[config.mk]
export PLATFORM = sky130hd
export DESIGN_NAME = hysteresis_thermostat_with_setpoint
export DESIGN_NICKNAME = d
export VERILOG_FILES = /design/src/hw/rtl/hts_pkg.sv /design/src/hw/rtl/hysteresis_thermostat_with_setpoint.sv
export SDC_FILE = /design/constraint.sdc
export NUM_CORES = 1
export LEC_CHECK = 0
export BUFFER_PORTS_ARGS = -buffer_cell sky130_fd_sc_hd__buf_2
export CORE_UTILIZATION = 40
export CTS_BUF_LIST = sky130_fd_sc_hd__clkbuf_16
export DETAILED_ROUTE_END_ITERATION = 6
export GPL_ROUTABILITY_DRIVEN = 0
export PLACE_DENSITY_LB_ADDON = 0.05
export SLEW_MARGIN = 20
export SYNTH_ARGS = -nofsm -noshare
export SYNTH_HDL_FRONTEND = slang
export SYNTH_SLANG_ARGS = --single-unit
export TNS_END_PERCENT = 20
[constraint.sdc]
create_clock -name clk -period 11.5 [get_ports clk]
set_input_delay 0 -clock clk [delete_from_list [all_inputs] [get_ports clk]]
set_output_delay 0 -clock clk [all_outputs]
set_load 0.05 [all_outputs]
[src/hw/rtl/hts_pkg.sv]
// ----------------------------------------------------------------------------
// hts_pkg
// Shared types and constants for the hysteresis thermostat with setpoint.
// ----------------------------------------------------------------------------
package hts_pkg;

    typedef logic signed [11:0] temp_t;

    // Width of the internal setpoint and dead band arithmetic.
    localparam int CALC_W = 14;

    localparam int CFG_INDEX_W = 3;
    localparam int CFG_DATA_W  = 25;

    // Configuration register indexes.
    localparam logic [CFG_INDEX_W-1:0] REG_INITIAL_SETPOINT  = 3'd0;
    localparam logic [CFG_INDEX_W-1:0] REG_SETPOINT_STEP     = 3'd1;
    localparam logic [CFG_INDEX_W-1:0] REG_HYSTERESIS        = 3'd2;
    localparam logic [CFG_INDEX_W-1:0] REG_CHECK_INTERVAL_MS = 3'd3;
    localparam logic [CFG_INDEX_W-1:0] REG_SLEEP_INTERVAL_MS = 3'd4;

    // Register reset values.
    localparam temp_t       RST_INITIAL_SETPOINT  = 12'sd400;
    localparam logic [8:0]  RST_SETPOINT_STEP     = 9'd80;
    localparam logic [7:0]  RST_HYSTERESIS        = 8'd8;
    localparam logic [15:0] RST_CHECK_INTERVAL_MS = 16'd5000;
    localparam logic [24:0] RST_SLEEP_INTERVAL_MS = 25'd21600000;

    // Setpoint saturation limits, the sensor range in 1/16 degree units.
    localparam logic signed [CALC_W-1:0] SP_MIN = -14'sd640;
    localparam logic signed [CALC_W-1:0] SP_MAX = 14'sd1360;

    // Check timer saturation value on a sleep pass.
    localparam logic [16:0] CHECK_TIME_MAX = 17'h1FFFF;

endpackage

[src/hw/rtl/hysteresis_thermostat_with_setpoint.sv]
// ----------------------------------------------------------------------------
// hysteresis_thermostat_with_setpoint
// Bang-bang heater control with a dead band and a button-driven setpoint.
// ----------------------------------------------------------------------------
//
//  Channel  | Handshake                 | Payload
//  ---------+---------------------------+---------------------------------------
//  in       | in_valid / in_stall       | elapsed_ms, up_level, down_level,
//           |                           | sample_valid, temperature
//  out      | out_valid / out_stall     | heater_on, display_update,
//           |                           | sleep_request, setpoint
//  cfg      | cfg_valid / cfg_ready     | cfg_index, cfg_data
//
// Every item passes through an input register, the control logic and a
// result register; the control logic between the two is combinational.
// One item is accepted per cycle while in_stall is low; the single pass of
// control logic sets that rate; each pass updates the state the next reads.
// Reset clears the timers, the stored sample, the heater and the button
// history, and loads the setpoint and registers with their defaults.
// A stall on the output holds the result register; the input register is
// held and in_stall raised only while it also holds an item.
//
module hysteresis_thermostat_with_setpoint
    import hts_pkg::*;
(
    input  logic                   clk,
    input  logic                   rst_n,

    input  logic                   in_valid,
    output logic                   in_stall,
    input  logic [11:0]            elapsed_ms,
    input  logic                   up_level,
    input  logic                   down_level,
    input  logic                   sample_valid,
    input  logic signed [11:0]     temperature,

    output logic                   out_valid,
    input  logic                   out_stall,
    output logic                   heater_on,
    output logic                   display_update,
    output logic                   sleep_request,
    output logic signed [11:0]     setpoint,

    input  logic                   cfg_valid,
    output logic                   cfg_ready,
    input  logic [CFG_INDEX_W-1:0] cfg_index,
    input  logic [CFG_DATA_W-1:0]  cfg_data
);

    // Configuration registers.
    logic [8:0]  step_reg;
    logic [7:0]  hyst_reg;
    logic [15:0] check_int_reg;
    logic [24:0] sleep_int_reg;

    // Control state.
    temp_t       setpoint_reg, setpoint_next;
    temp_t       temp_reg, temp_next;
    logic        heater_reg, heater_next;
    logic        last_up_reg, last_down_reg;
    logic [24:0] awake_reg, awake_next;
    logic [16:0] check_reg, check_next;

    // Input register.
    logic        s1_valid_reg;
    logic [11:0] elapsed_reg;
    logic        up_reg;
    logic        down_reg;
    logic        sample_valid_reg;
    temp_t       temperature_reg;

    // Result register.
    logic        out_valid_reg;
    logic        out_heater_reg;
    logic        out_update_reg;
    logic        out_sleep_reg;
    temp_t       out_setpoint_reg;

    logic        advance;
    logic        item_fire;
    logic        cfg_fire;
    logic        update_next;
    logic        sleep_next;

    logic [25:0] awake_sum;
    logic [17:0] check_sum;
    logic signed [CALC_W-1:0] step_ext;
    logic signed [CALC_W-1:0] hyst_ext;
    logic signed [CALC_W-1:0] sp_cur;
    logic signed [CALC_W-1:0] sp_up_sum;
    logic signed [CALC_W-1:0] sp_after_up;
    logic signed [CALC_W-1:0] sp_down_sum;
    logic signed [CALC_W-1:0] sp_after_down;
    logic signed [CALC_W-1:0] band_low;
    logic signed [CALC_W-1:0] band_high;
    logic signed [CALC_W-1:0] temp_ext;
    logic        up_edge;
    logic        down_edge;

    // The result register frees up when it is empty or being taken; the
    // input register drains into it whenever it frees up.
    assign advance   = !out_valid_reg || !out_stall;
    assign item_fire = s1_valid_reg && advance;
    assign in_stall  = s1_valid_reg && !advance;
    assign cfg_ready = 1'b1;
    assign cfg_fire  = cfg_valid && cfg_ready;

    assign out_valid      = out_valid_reg;
    assign heater_on      = out_heater_reg;
    assign display_update = out_update_reg;
    assign sleep_request  = out_sleep_reg;
    assign setpoint       = out_setpoint_reg;

    // One control pass on the item held in the input register.
    always_comb
    begin
        awake_sum = {1'b0, awake_reg} + {14'd0, elapsed_reg};
        check_sum = {1'b0, check_reg} + {6'd0, elapsed_reg};
        step_ext  = $signed({5'd0, step_reg});
        hyst_ext  = $signed({6'd0, hyst_reg});
        sp_cur    = CALC_W'(setpoint_reg);
        up_edge   = !up_reg && last_up_reg;
        down_edge = !down_reg && last_down_reg;

        // A step never carries the setpoint past the sensor range, and a step
        // toward a limit leaves a setpoint already beyond it where it is.
        sp_up_sum   = sp_cur + step_ext;
        sp_after_up = sp_cur;
        if (up_edge)
        begin
            if (sp_up_sum > SP_MAX)
                sp_after_up = (sp_cur > SP_MAX) ? sp_cur : SP_MAX;
            else
                sp_after_up = sp_up_sum;
        end
        sp_down_sum   = sp_after_up - step_ext;
        sp_after_down = sp_after_up;
        if (down_edge)
        begin
            if (sp_down_sum < SP_MIN)
                sp_after_down = (sp_after_up < SP_MIN) ? sp_after_up : SP_MIN;
            else
                sp_after_down = sp_down_sum;
        end

        temp_next = sample_valid_reg ? temperature_reg : temp_reg;
        temp_ext  = CALC_W'(temp_next);
        band_low  = sp_after_down - hyst_ext;
        band_high = sp_after_down + hyst_ext;

        setpoint_next = setpoint_reg;
        heater_next   = heater_reg;
        awake_next    = awake_reg;
        check_next    = check_reg;
        update_next   = 1'b0;
        sleep_next    = 1'b0;

        if (awake_sum > {1'b0, sleep_int_reg})
        begin
            // Sleep pass: heater forced off, samples and buttons ignored,
            // and the check timer keeps running without a decision.
            sleep_next  = 1'b1;
            update_next = heater_reg;
            heater_next = 1'b0;
            awake_next  = '0;
            temp_next   = temp_reg;
            check_next  = check_sum[17] ? CHECK_TIME_MAX : check_sum[16:0];
        end
        else
        begin
            awake_next    = awake_sum[24:0];
            setpoint_next = sp_after_down[11:0];
            update_next   = sample_valid_reg || up_edge || down_edge;
            if (check_sum > {2'd0, check_int_reg})
            begin
                // Inside the dead band the heater keeps its state.
                if (temp_ext < band_low)
                begin
                    heater_next = 1'b1;
                    if (!heater_reg)
                        update_next = 1'b1;
                end
                else if (temp_ext > band_high)
                begin
                    heater_next = 1'b0;
                    if (heater_reg)
                        update_next = 1'b1;
                end
                check_next = '0;
            end
            else
            begin
                check_next = check_sum[16:0];
            end
        end
    end

    // Configuration registers and control state.
    always_ff @(posedge clk or negedge rst_n)
    begin
        if (!rst_n)
        begin
            step_reg      <= RST_SETPOINT_STEP;
            hyst_reg      <= RST_HYSTERESIS;
            check_int_reg <= RST_CHECK_INTERVAL_MS;
            sleep_int_reg <= RST_SLEEP_INTERVAL_MS;
            setpoint_reg  <= RST_INITIAL_SETPOINT;
            temp_reg      <= '0;
            heater_reg    <= 1'b0;
            last_up_reg   <= 1'b0;
            last_down_reg <= 1'b0;
            awake_reg     <= '0;
            check_reg     <= '0;
        end
        else
        begin
            if (item_fire)
            begin
                setpoint_reg <= setpoint_next;
                temp_reg     <= temp_next;
                heater_reg   <= heater_next;
                awake_reg    <= awake_next;
                check_reg    <= check_next;
                // Button history is frozen on a sleep pass.
                if (!sleep_next)
                begin
                    last_up_reg   <= up_reg;
                    last_down_reg <= down_reg;
                end
            end
            if (cfg_fire)
            begin
                unique case (cfg_index)
                    REG_INITIAL_SETPOINT:  setpoint_reg  <= cfg_data[11:0];
                    REG_SETPOINT_STEP:     step_reg      <= cfg_data[8:0];
                    REG_HYSTERESIS:        hyst_reg      <= cfg_data[7:0];
                    REG_CHECK_INTERVAL_MS: check_int_reg <= cfg_data[15:0];
                    REG_SLEEP_INTERVAL_MS: sleep_int_reg <= cfg_data[24:0];
                    default:               ;
                endcase
            end
        end
    end

    // Valid bits of the input and result registers.
    always_ff @(posedge clk or negedge rst_n)
    begin
        if (!rst_n)
        begin
            s1_valid_reg  <= 1'b0;
            out_valid_reg <= 1'b0;
        end
        else
        begin
            if (!in_stall)
                s1_valid_reg <= in_valid;
            if (advance)
                out_valid_reg <= s1_valid_reg;
        end
    end

    // Payload of the input and result registers.
    always_ff @(posedge clk)
    begin
        if (in_valid && !in_stall)
        begin
            elapsed_reg      <= elapsed_ms;
            up_reg           <= up_level;
            down_reg         <= down_level;
            sample_valid_reg <= sample_valid;
            temperature_reg  <= temperature;
        end
        if (item_fire)
        begin
            out_heater_reg   <= heater_next;
            out_update_reg   <= update_next;
            out_sleep_reg    <= sleep_next;
            out_setpoint_reg <= setpoint_next;
        end
    end

`ifndef SYNTHESIS
    // The input side only stalls behind a held result.
    assert property (@(posedge clk) disable iff (!rst_n)
        in_stall |-> (out_valid && out_stall))
        else $error("in_stall raised while the result register can move");

    // A sleep pass always leaves the heater off.
    assert property (@(posedge clk) disable iff (!rst_n)
        (out_valid && sleep_request) |-> !heater_on)
        else $error("heater reported on during a sleep request");

    // The heater only changes when an item is processed.
    assert property (@(posedge clk) disable iff (!rst_n)
        !item_fire |=> $stable(heater_reg))
        else $error("heater state changed without an item");

    // A new result only appears after an item left the input register.
    assert property (@(posedge clk) disable iff (!rst_n)
        $rose(out_valid) |-> $past(item_fire))
        else $error("result appeared without a processed item");
`endif

endmodule
==> results of run 1 <==
==> worst reg2reg max path, delay by kind of cell (launching register included) <==
family | cells | cell delay, ns
AOI/OAI and AO/OA | 23 | 5.17
adders and majority gates | 6 | 1.77
and+or+nand+nor | 11 | 1.63
buffers and inverters | 5 | 0.59
DFF | 1 | 0.45
==> layer usage <==
metal  vias up  share of wire  track usage
met3        21          0.030       0.0307
met5         -              0            0
met2       153           0.44        0.347
li1       4936              -            -
met1      4707           0.52        0.341
met4         0         0.0086       0.0475
==> power by group <==
part           leakage (nW)  total [W]  internal (W)  switching [W]
sequential             1.97   0.000932      0.000811       0.000121
clock                 0.286   0.000570      0.000295       0.000275
combinational          4.03    0.00266       0.00112        0.00155
==> logic make-up after synthesis <==
logic type | after synthesis
AOI/OAI and AO/OA | 383
DFF | 171
xor gates and xnor gates | 65
adders and majority gates | 133
muxes | 45
and+or+nand+nor | 373
other | 1
buffers and inverters | 146
==> final cells by class <==
type	count	area (um2)
Clock inverter	14	109
Multi-Input combinational cell	1000	7060
Clock buffer	18	450
Timing Repair Buffer	143	1030
Tap cell	390	488
Sequential cell	171	4510
Fill cell	2852	15700
Inverter	100	375
==> synth_stat cells, types with 10 or more instances <==
master,count
ha_1,127
mux2_2,41
nor2b_1,19
dfrtp_1,109
xnor2_1,48
edfxtp_1,42
nand4_1,17
a21oi_1,76
a211oi_1,10
o21bai_1,12
a21o_1,25
a22o_1,20
inv_1,100
nor2_1,61
o21a_1,17
nand3_1,20
o21ai_0,130
dfstp_2,20
nor3_1,16
clkbuf_1,39
a31oi_1,11
xor2_1,17
nand2b_1,20
nand2_1,170
==> final timing paths <==
| check | startpoint | slack [ns] | depth (start not counted) | end |
|---|---|---|---|---|
| setup / recovery | setpoint_reg[0]$_DFF_PN0_ | 1.63 | 45 | display_update$_DFFE_PP_ |
| hold / removal | cfg_index[2] | 0.09 | 4 | step_reg[6]$_DFFE_PN1P_ |
| setup reg to reg | setpoint_reg[0]$_DFF_PN0_ | 1.63 | 45 | display_update$_DFFE_PP_ |
| hold reg to reg | temp_reg[3]$_DFFE_PN0P_ | 0.47 | 2 | temp_reg[3]$_DFFE_PN0P_ |
| max in group asynchronous | rst_n | 10.01 | 3 | check_reg[13]$_DFFE_PN0P_ |
| min in group asynchronous | rst_n | 0.15 | 2 | sleep_int_reg[21]$_DFFE_PN0P_ |
==> stage by stage <==
| stage | total power (W) | hold WS, ns | cell area, um2 | std cells | setup WS [ns] |
|---|---|---|---|---|---|
| floorplan | 0.00296 | -0.296 | 12100 | 1317 | 2.62 |
| global placement | 0.00356 | 0.102 | 12900 | 1748 | 2.05 |
| detailed placement | 0.00358 | 0.0955 | 12900 | 1748 | 1.77 |
| CTS | 0.00419 | 0.0729 | 14000 | 1836 | 1.70 |
| global route | 0.00457 | 0.117 | 14000 | 1836 | 0.580 |
| finish | 0.00417 | 0.0939 | 14000 | 1836 | 1.63 |
==> layout by cell type (no fill, tap or decap), drive strengths merged, types with 5 or more instances in the layout <==
cell type    instances
and3                 5
mux2                41
nor2b               19
nor3                16
fa                   6
or2                  8
or3                  8
edfxtp              42
nand2              170
o31ai                9
a31o                 7
a22o                20
a211oi              11
xnor2               48
dfrtp              109
and2                 8
nor3b                6
o21a                17
clkbuf              18
nand4               17
clkinv               5
o211ai               9
dfstp               20
a21o                25
o21ai              134
a21oi               76
nand3               20
inv                109
o21bai              12
nor2                62
a31oi               11
nand2b              20
ha                 127
buf                 87
xor2                17
dlygate4sd3         56
==> flow_summary.ini, run 1 <==
[global_routing]
grt_overflow_total = 0
grt_pass1_vias = 9456
grt_antenna_before_repair = 0
grt_pass1_wl_mm = 53.8
grt_usage = 0.228
grt_start_max_net_pins = 75

[hold_path]
hold_class = input pin to register

[worst_setup_path]
worstPathArrival_ns = 10.04
end_kind = register
critical_path_buf_inv_count = 5
worst_path_most_repeated_cell = a21oi_1
crit_family = compound AO/OA/AOI/OAI gates
slowest_stage = o21ai_1
cp-start-kind = register
cp.required_ns = 11.67
slowest_delay_ns = 0.51
critical_path_class = register to register
cp_max_fo = 8

[sta]
rsz0062_at_grt = false
timing.setup.tns_ns = 0
clock-skew-final_ns = 0.0178
final.min_clock_period_ns = 9.87
hold_viol = 0
tightest_slew_ns = 1.03
max_freq_mhz = 101
fin_crit_sh = 0.858
finalSetupViolations = 0
max_slew_margin = 0.307
maxSlewViolCount = 0

[cts]
holdBufCountCts = 56
cts_tree = yes
clock-sinks = 171
post_cts_resized = 0
clock_path_buffers = 2
postCtsSetupBuffers = 0
cts_made_buffers = 17
cts_root_buffer = clkbuf_16
cts_max_level = 4
clk_pin_slew_ns = 0.07
insertion_delay_ns = 0.45

[synth]
yosys.area_share.simple = 0.146
synth-xor-area-share = 0.0471
yosysSeqAreaShare = 0.373
ys_seq_elements = 171
synthMuxAreaShare = 0.0415
synth_cell_types = 81
synthCells = 1317
async_reset_ff_frac = 0.754
syn_area_um2 = 12100
avgSynthCellArea_um2 = 9.18
synth_edf_count = 42
synth.top_cell.area_share = 0.225
synthFlopType = dfrtp_1
yosys_warnings = 0
yosys.area.top_type = dfrtp_1
synthAdderAreaFrac = 0.141
synth_top_family_by_area = compound AO/OA/AOI/OAI gates
syn-num-nets = 1510
synth.area.top_cells = dfrtp_1 23%, ha_1 13%, edfxtp_1 10%
synth-compound-area-share = 0.204

[drt]
wl_per_cell_um = 18.4
routed_via_density = 5.35
vias = 9817
ant_nets = 0
drc = 0
dr.first_iter.drc_count = 686
first_pass_iters = 6
wirelength_mm = 33.8

[final_layout]
syn_to_final_growth_pct = 15.9
antenna_cells = 0
layout-drive-gt1-share = 0.145
finish.utilization = 0.472
final_nets = 1626

[die]
die_h_um = 176
rows = 63
die-area_um2 = 30900
initial_utilization = 0.407
io_pins = 78
core_um2 = 29700
die_w_um = 176

[power_and_ir_drop]
p_leak_nw = 6.28
power_density_nw_per_um2 = 297
ir_drop_mv = 0.130

[run_status]
status = finished clean

[place]
port_buffers = 76
dp_hpwl_mm = 24.2

[run]
max-cap-violations = 0
(Power assumes the default switching activity.)
==> run 2: changes to the inputs <==
--- a/config.mk
+++ b/config.mk
@@ -13,3 +13,2 @@
 export PLACE_DENSITY_LB_ADDON = 0.05
-export SLEW_MARGIN = 20
 export SYNTH_ARGS = -nofsm -noshare
==> constraint.sdc (replaced) <==
create_clock -name clk -period 11.5 [get_ports clk]
set_input_delay 2.3 -clock clk [delete_from_list [all_inputs] [get_ports clk]]
set_output_delay 2.3 -clock clk [all_outputs]
set_load 0.05 [all_outputs]
==> flow_summary.ini, run 2 (synthesis results as in run 1) <==
[sta]
fin_crit_sh = 0.860
max_slew_margin = 0.315
final.min_clock_period_ns = 9.90
max_freq_mhz = 101
rsz0062_at_grt = false
hold_viol = 0
finalSetupViolations = 0
fin_worst_hold_slack_ns = 0.470
maxSlewViolCount = 0
tightest_slew_ns = 1.02
clock-skew-final_ns = 0.0171
timing.setup.tns_ns = 0

[final_layout]
instances_no_fill = 1780
finish.utilization = 0.453
multi_input_area_um2 = 7060
layout_common_cells = 169 x nand2_1, 130 x o21ai_0, 127 x ha_1, 109 x dfrtp_1, 101 x inv_1
antenna_cells = 0
layout-drive-gt1-share = 0.150
final_common_cell = nand2_1
seq_area_um2 = 4510
fillerInstances = 2886
final_nets = 1570
syn_to_final_growth_pct = 11.3

[die]
die_w_um = 176
die_h_um = 176
rows = 63
core_um2 = 29700
io_pins = 78
initial_utilization = 0.407
die-area_um2 = 30900

[cts]
cts_max_level = 4
cts_tree = yes
insertion_delay_ns = 0.45
post_cts_resized = 0
cts_root_buffer = clkbuf_16
clk_pin_slew_ns = 0.07
clock-sinks = 171
holdBufCountCts = 0
cts_made_buffers = 17
clock_path_buffers = 2
postCtsSetupBuffers = 0

[global_routing]
grt-busiest-layer = met2
grt_usage = 0.225
grt_pass1_wl_mm = 53.1
grt_use_met3 = 0.0310
grt_antenna_before_repair = 0
grt_pass1_vias = 9191
grt_start_max_net_pins = 75
grt_overflow_total = 0
met1_usage = 0.340
met2_usage = 0.341

[worst_setup_path]
critical_path_class = register to register
r2r_end = display_update$_DFFE_PP_
slowest_delay_ns = 0.46
cp-start-kind = register
cp_max_fo = 8
slowest_stage = a2111oi_4
r2r_slack_ns = 1.60
timing.rr.start = setpoint_reg[0]$_DFF_PN0_
cp.required_ns = 11.67
reg2reg_depth = 49
worstPathArrival_ns = 10.07
end_kind = register
worst_path_most_repeated_cell = a21oi_1

[place]
dp_hpwl_mm = 24.2
port_buffers = 76
numPlacedInstances = 1748

[drt]
drc = 0
routed_via_density = 5.40
dr.first_iter.drc_count = 577
wl_per_cell_um = 18.7
ant_nets = 0
first_pass_iters = 6
vias = 9619
wirelength_mm = 33.4

[power_and_ir_drop]
power_switching_share = 0.467
ir_drop_mv = 0.131
p_int_w = 0.00221
netSwitchingPower_w = 0.00194
seq_power_share = 0.225
power_density_nw_per_um2 = 308
comb_power_share = 0.638
design_power_total_w = 0.00415
clock_power_share = 0.137
p_leak_nw = 6.05

[hold_path]
holdCritStartpoint = temp_reg[11]$_DFFE_PN0P_
hold_class = register to register
min_to = temp_reg[11]$_DFFE_PN0P_
hold-path-cell-count = 2

[run]
max-cap-violations = 0

[run_status]
status = finished clean
run 2: cell type report:
class	instances	share of cell area
Clock buffer	18	0.0335
Clock inverter	14	0.00808
Inverter	100	0.0279
Multi-Input combinational cell	1000	0.524
Sequential cell	171	0.335
Tap cell	390	0.0362
Timing Repair Buffer	87	0.0348
run 2: worst max path at each step:
stage,start,endpoint,slack (ns)
finish,setpoint_reg[0]$_DFF_PN0_,display_update$_DFFE_PP_,1.60
global route,setpoint_reg[0]$_DFF_PN0_,display_update$_DFFE_PP_,0.58
CTS,setpoint_reg[0]$_DFF_PN0_,display_update$_DFFE_PP_,1.70
detailed placement,setpoint_reg[0]$_DFF_PN0_,display_update$_DFFE_PP_,1.77
global placement,setpoint_reg[7]$_DFF_PN1_,display_update$_DFFE_PP_,2.05
floorplan,setpoint_reg[0]$_DFF_PN0_,display_update$_DFFE_PP_,2.62
run 2: worst max-delay path: cells and delay by family (launching register included):
family                     cells  cell delay, ns
AOI/OAI and AO/OA             24            5.11
xor gates and xnor gates       1            0.14
adders and majority gates      7            2.14
buffers and inverters          4            0.41
DFF                            1            0.45
and+or+nand+nor               13            1.37
run 2: layer usage:
layer	vias to the layer above	wire, um
met4	0	226
met1	4617	17400
met5	-	0
li1	4827	-
met2	163	14600
met3	12	1060
run 2: power by group through the flow:
| stage | sequential, W | clock [W] | combinational (W) |
|---|---|---|---|
| floorplan | 0.000976 | 0 | 0.00198 |
| global placement | 0.000938 | 0 | 0.00263 |
| detailed placement | 0.000941 | 0 | 0.00264 |
| CTS | 0.000931 | 0.000586 | 0.00266 |
| global route | 0.000954 | 0.000610 | 0.00299 |
| finish | 0.000932 | 0.000570 | 0.00265 |
run 2: through the flow:
step | setup WS, ns | cell area (um2)
detailed placement | 1.77 | 12900
finish | 1.60 | 13500
global route | 0.580 | 13500
CTS | 1.70 | 13500
global placement | 2.05 | 12900
floorplan | 2.62 | 12100
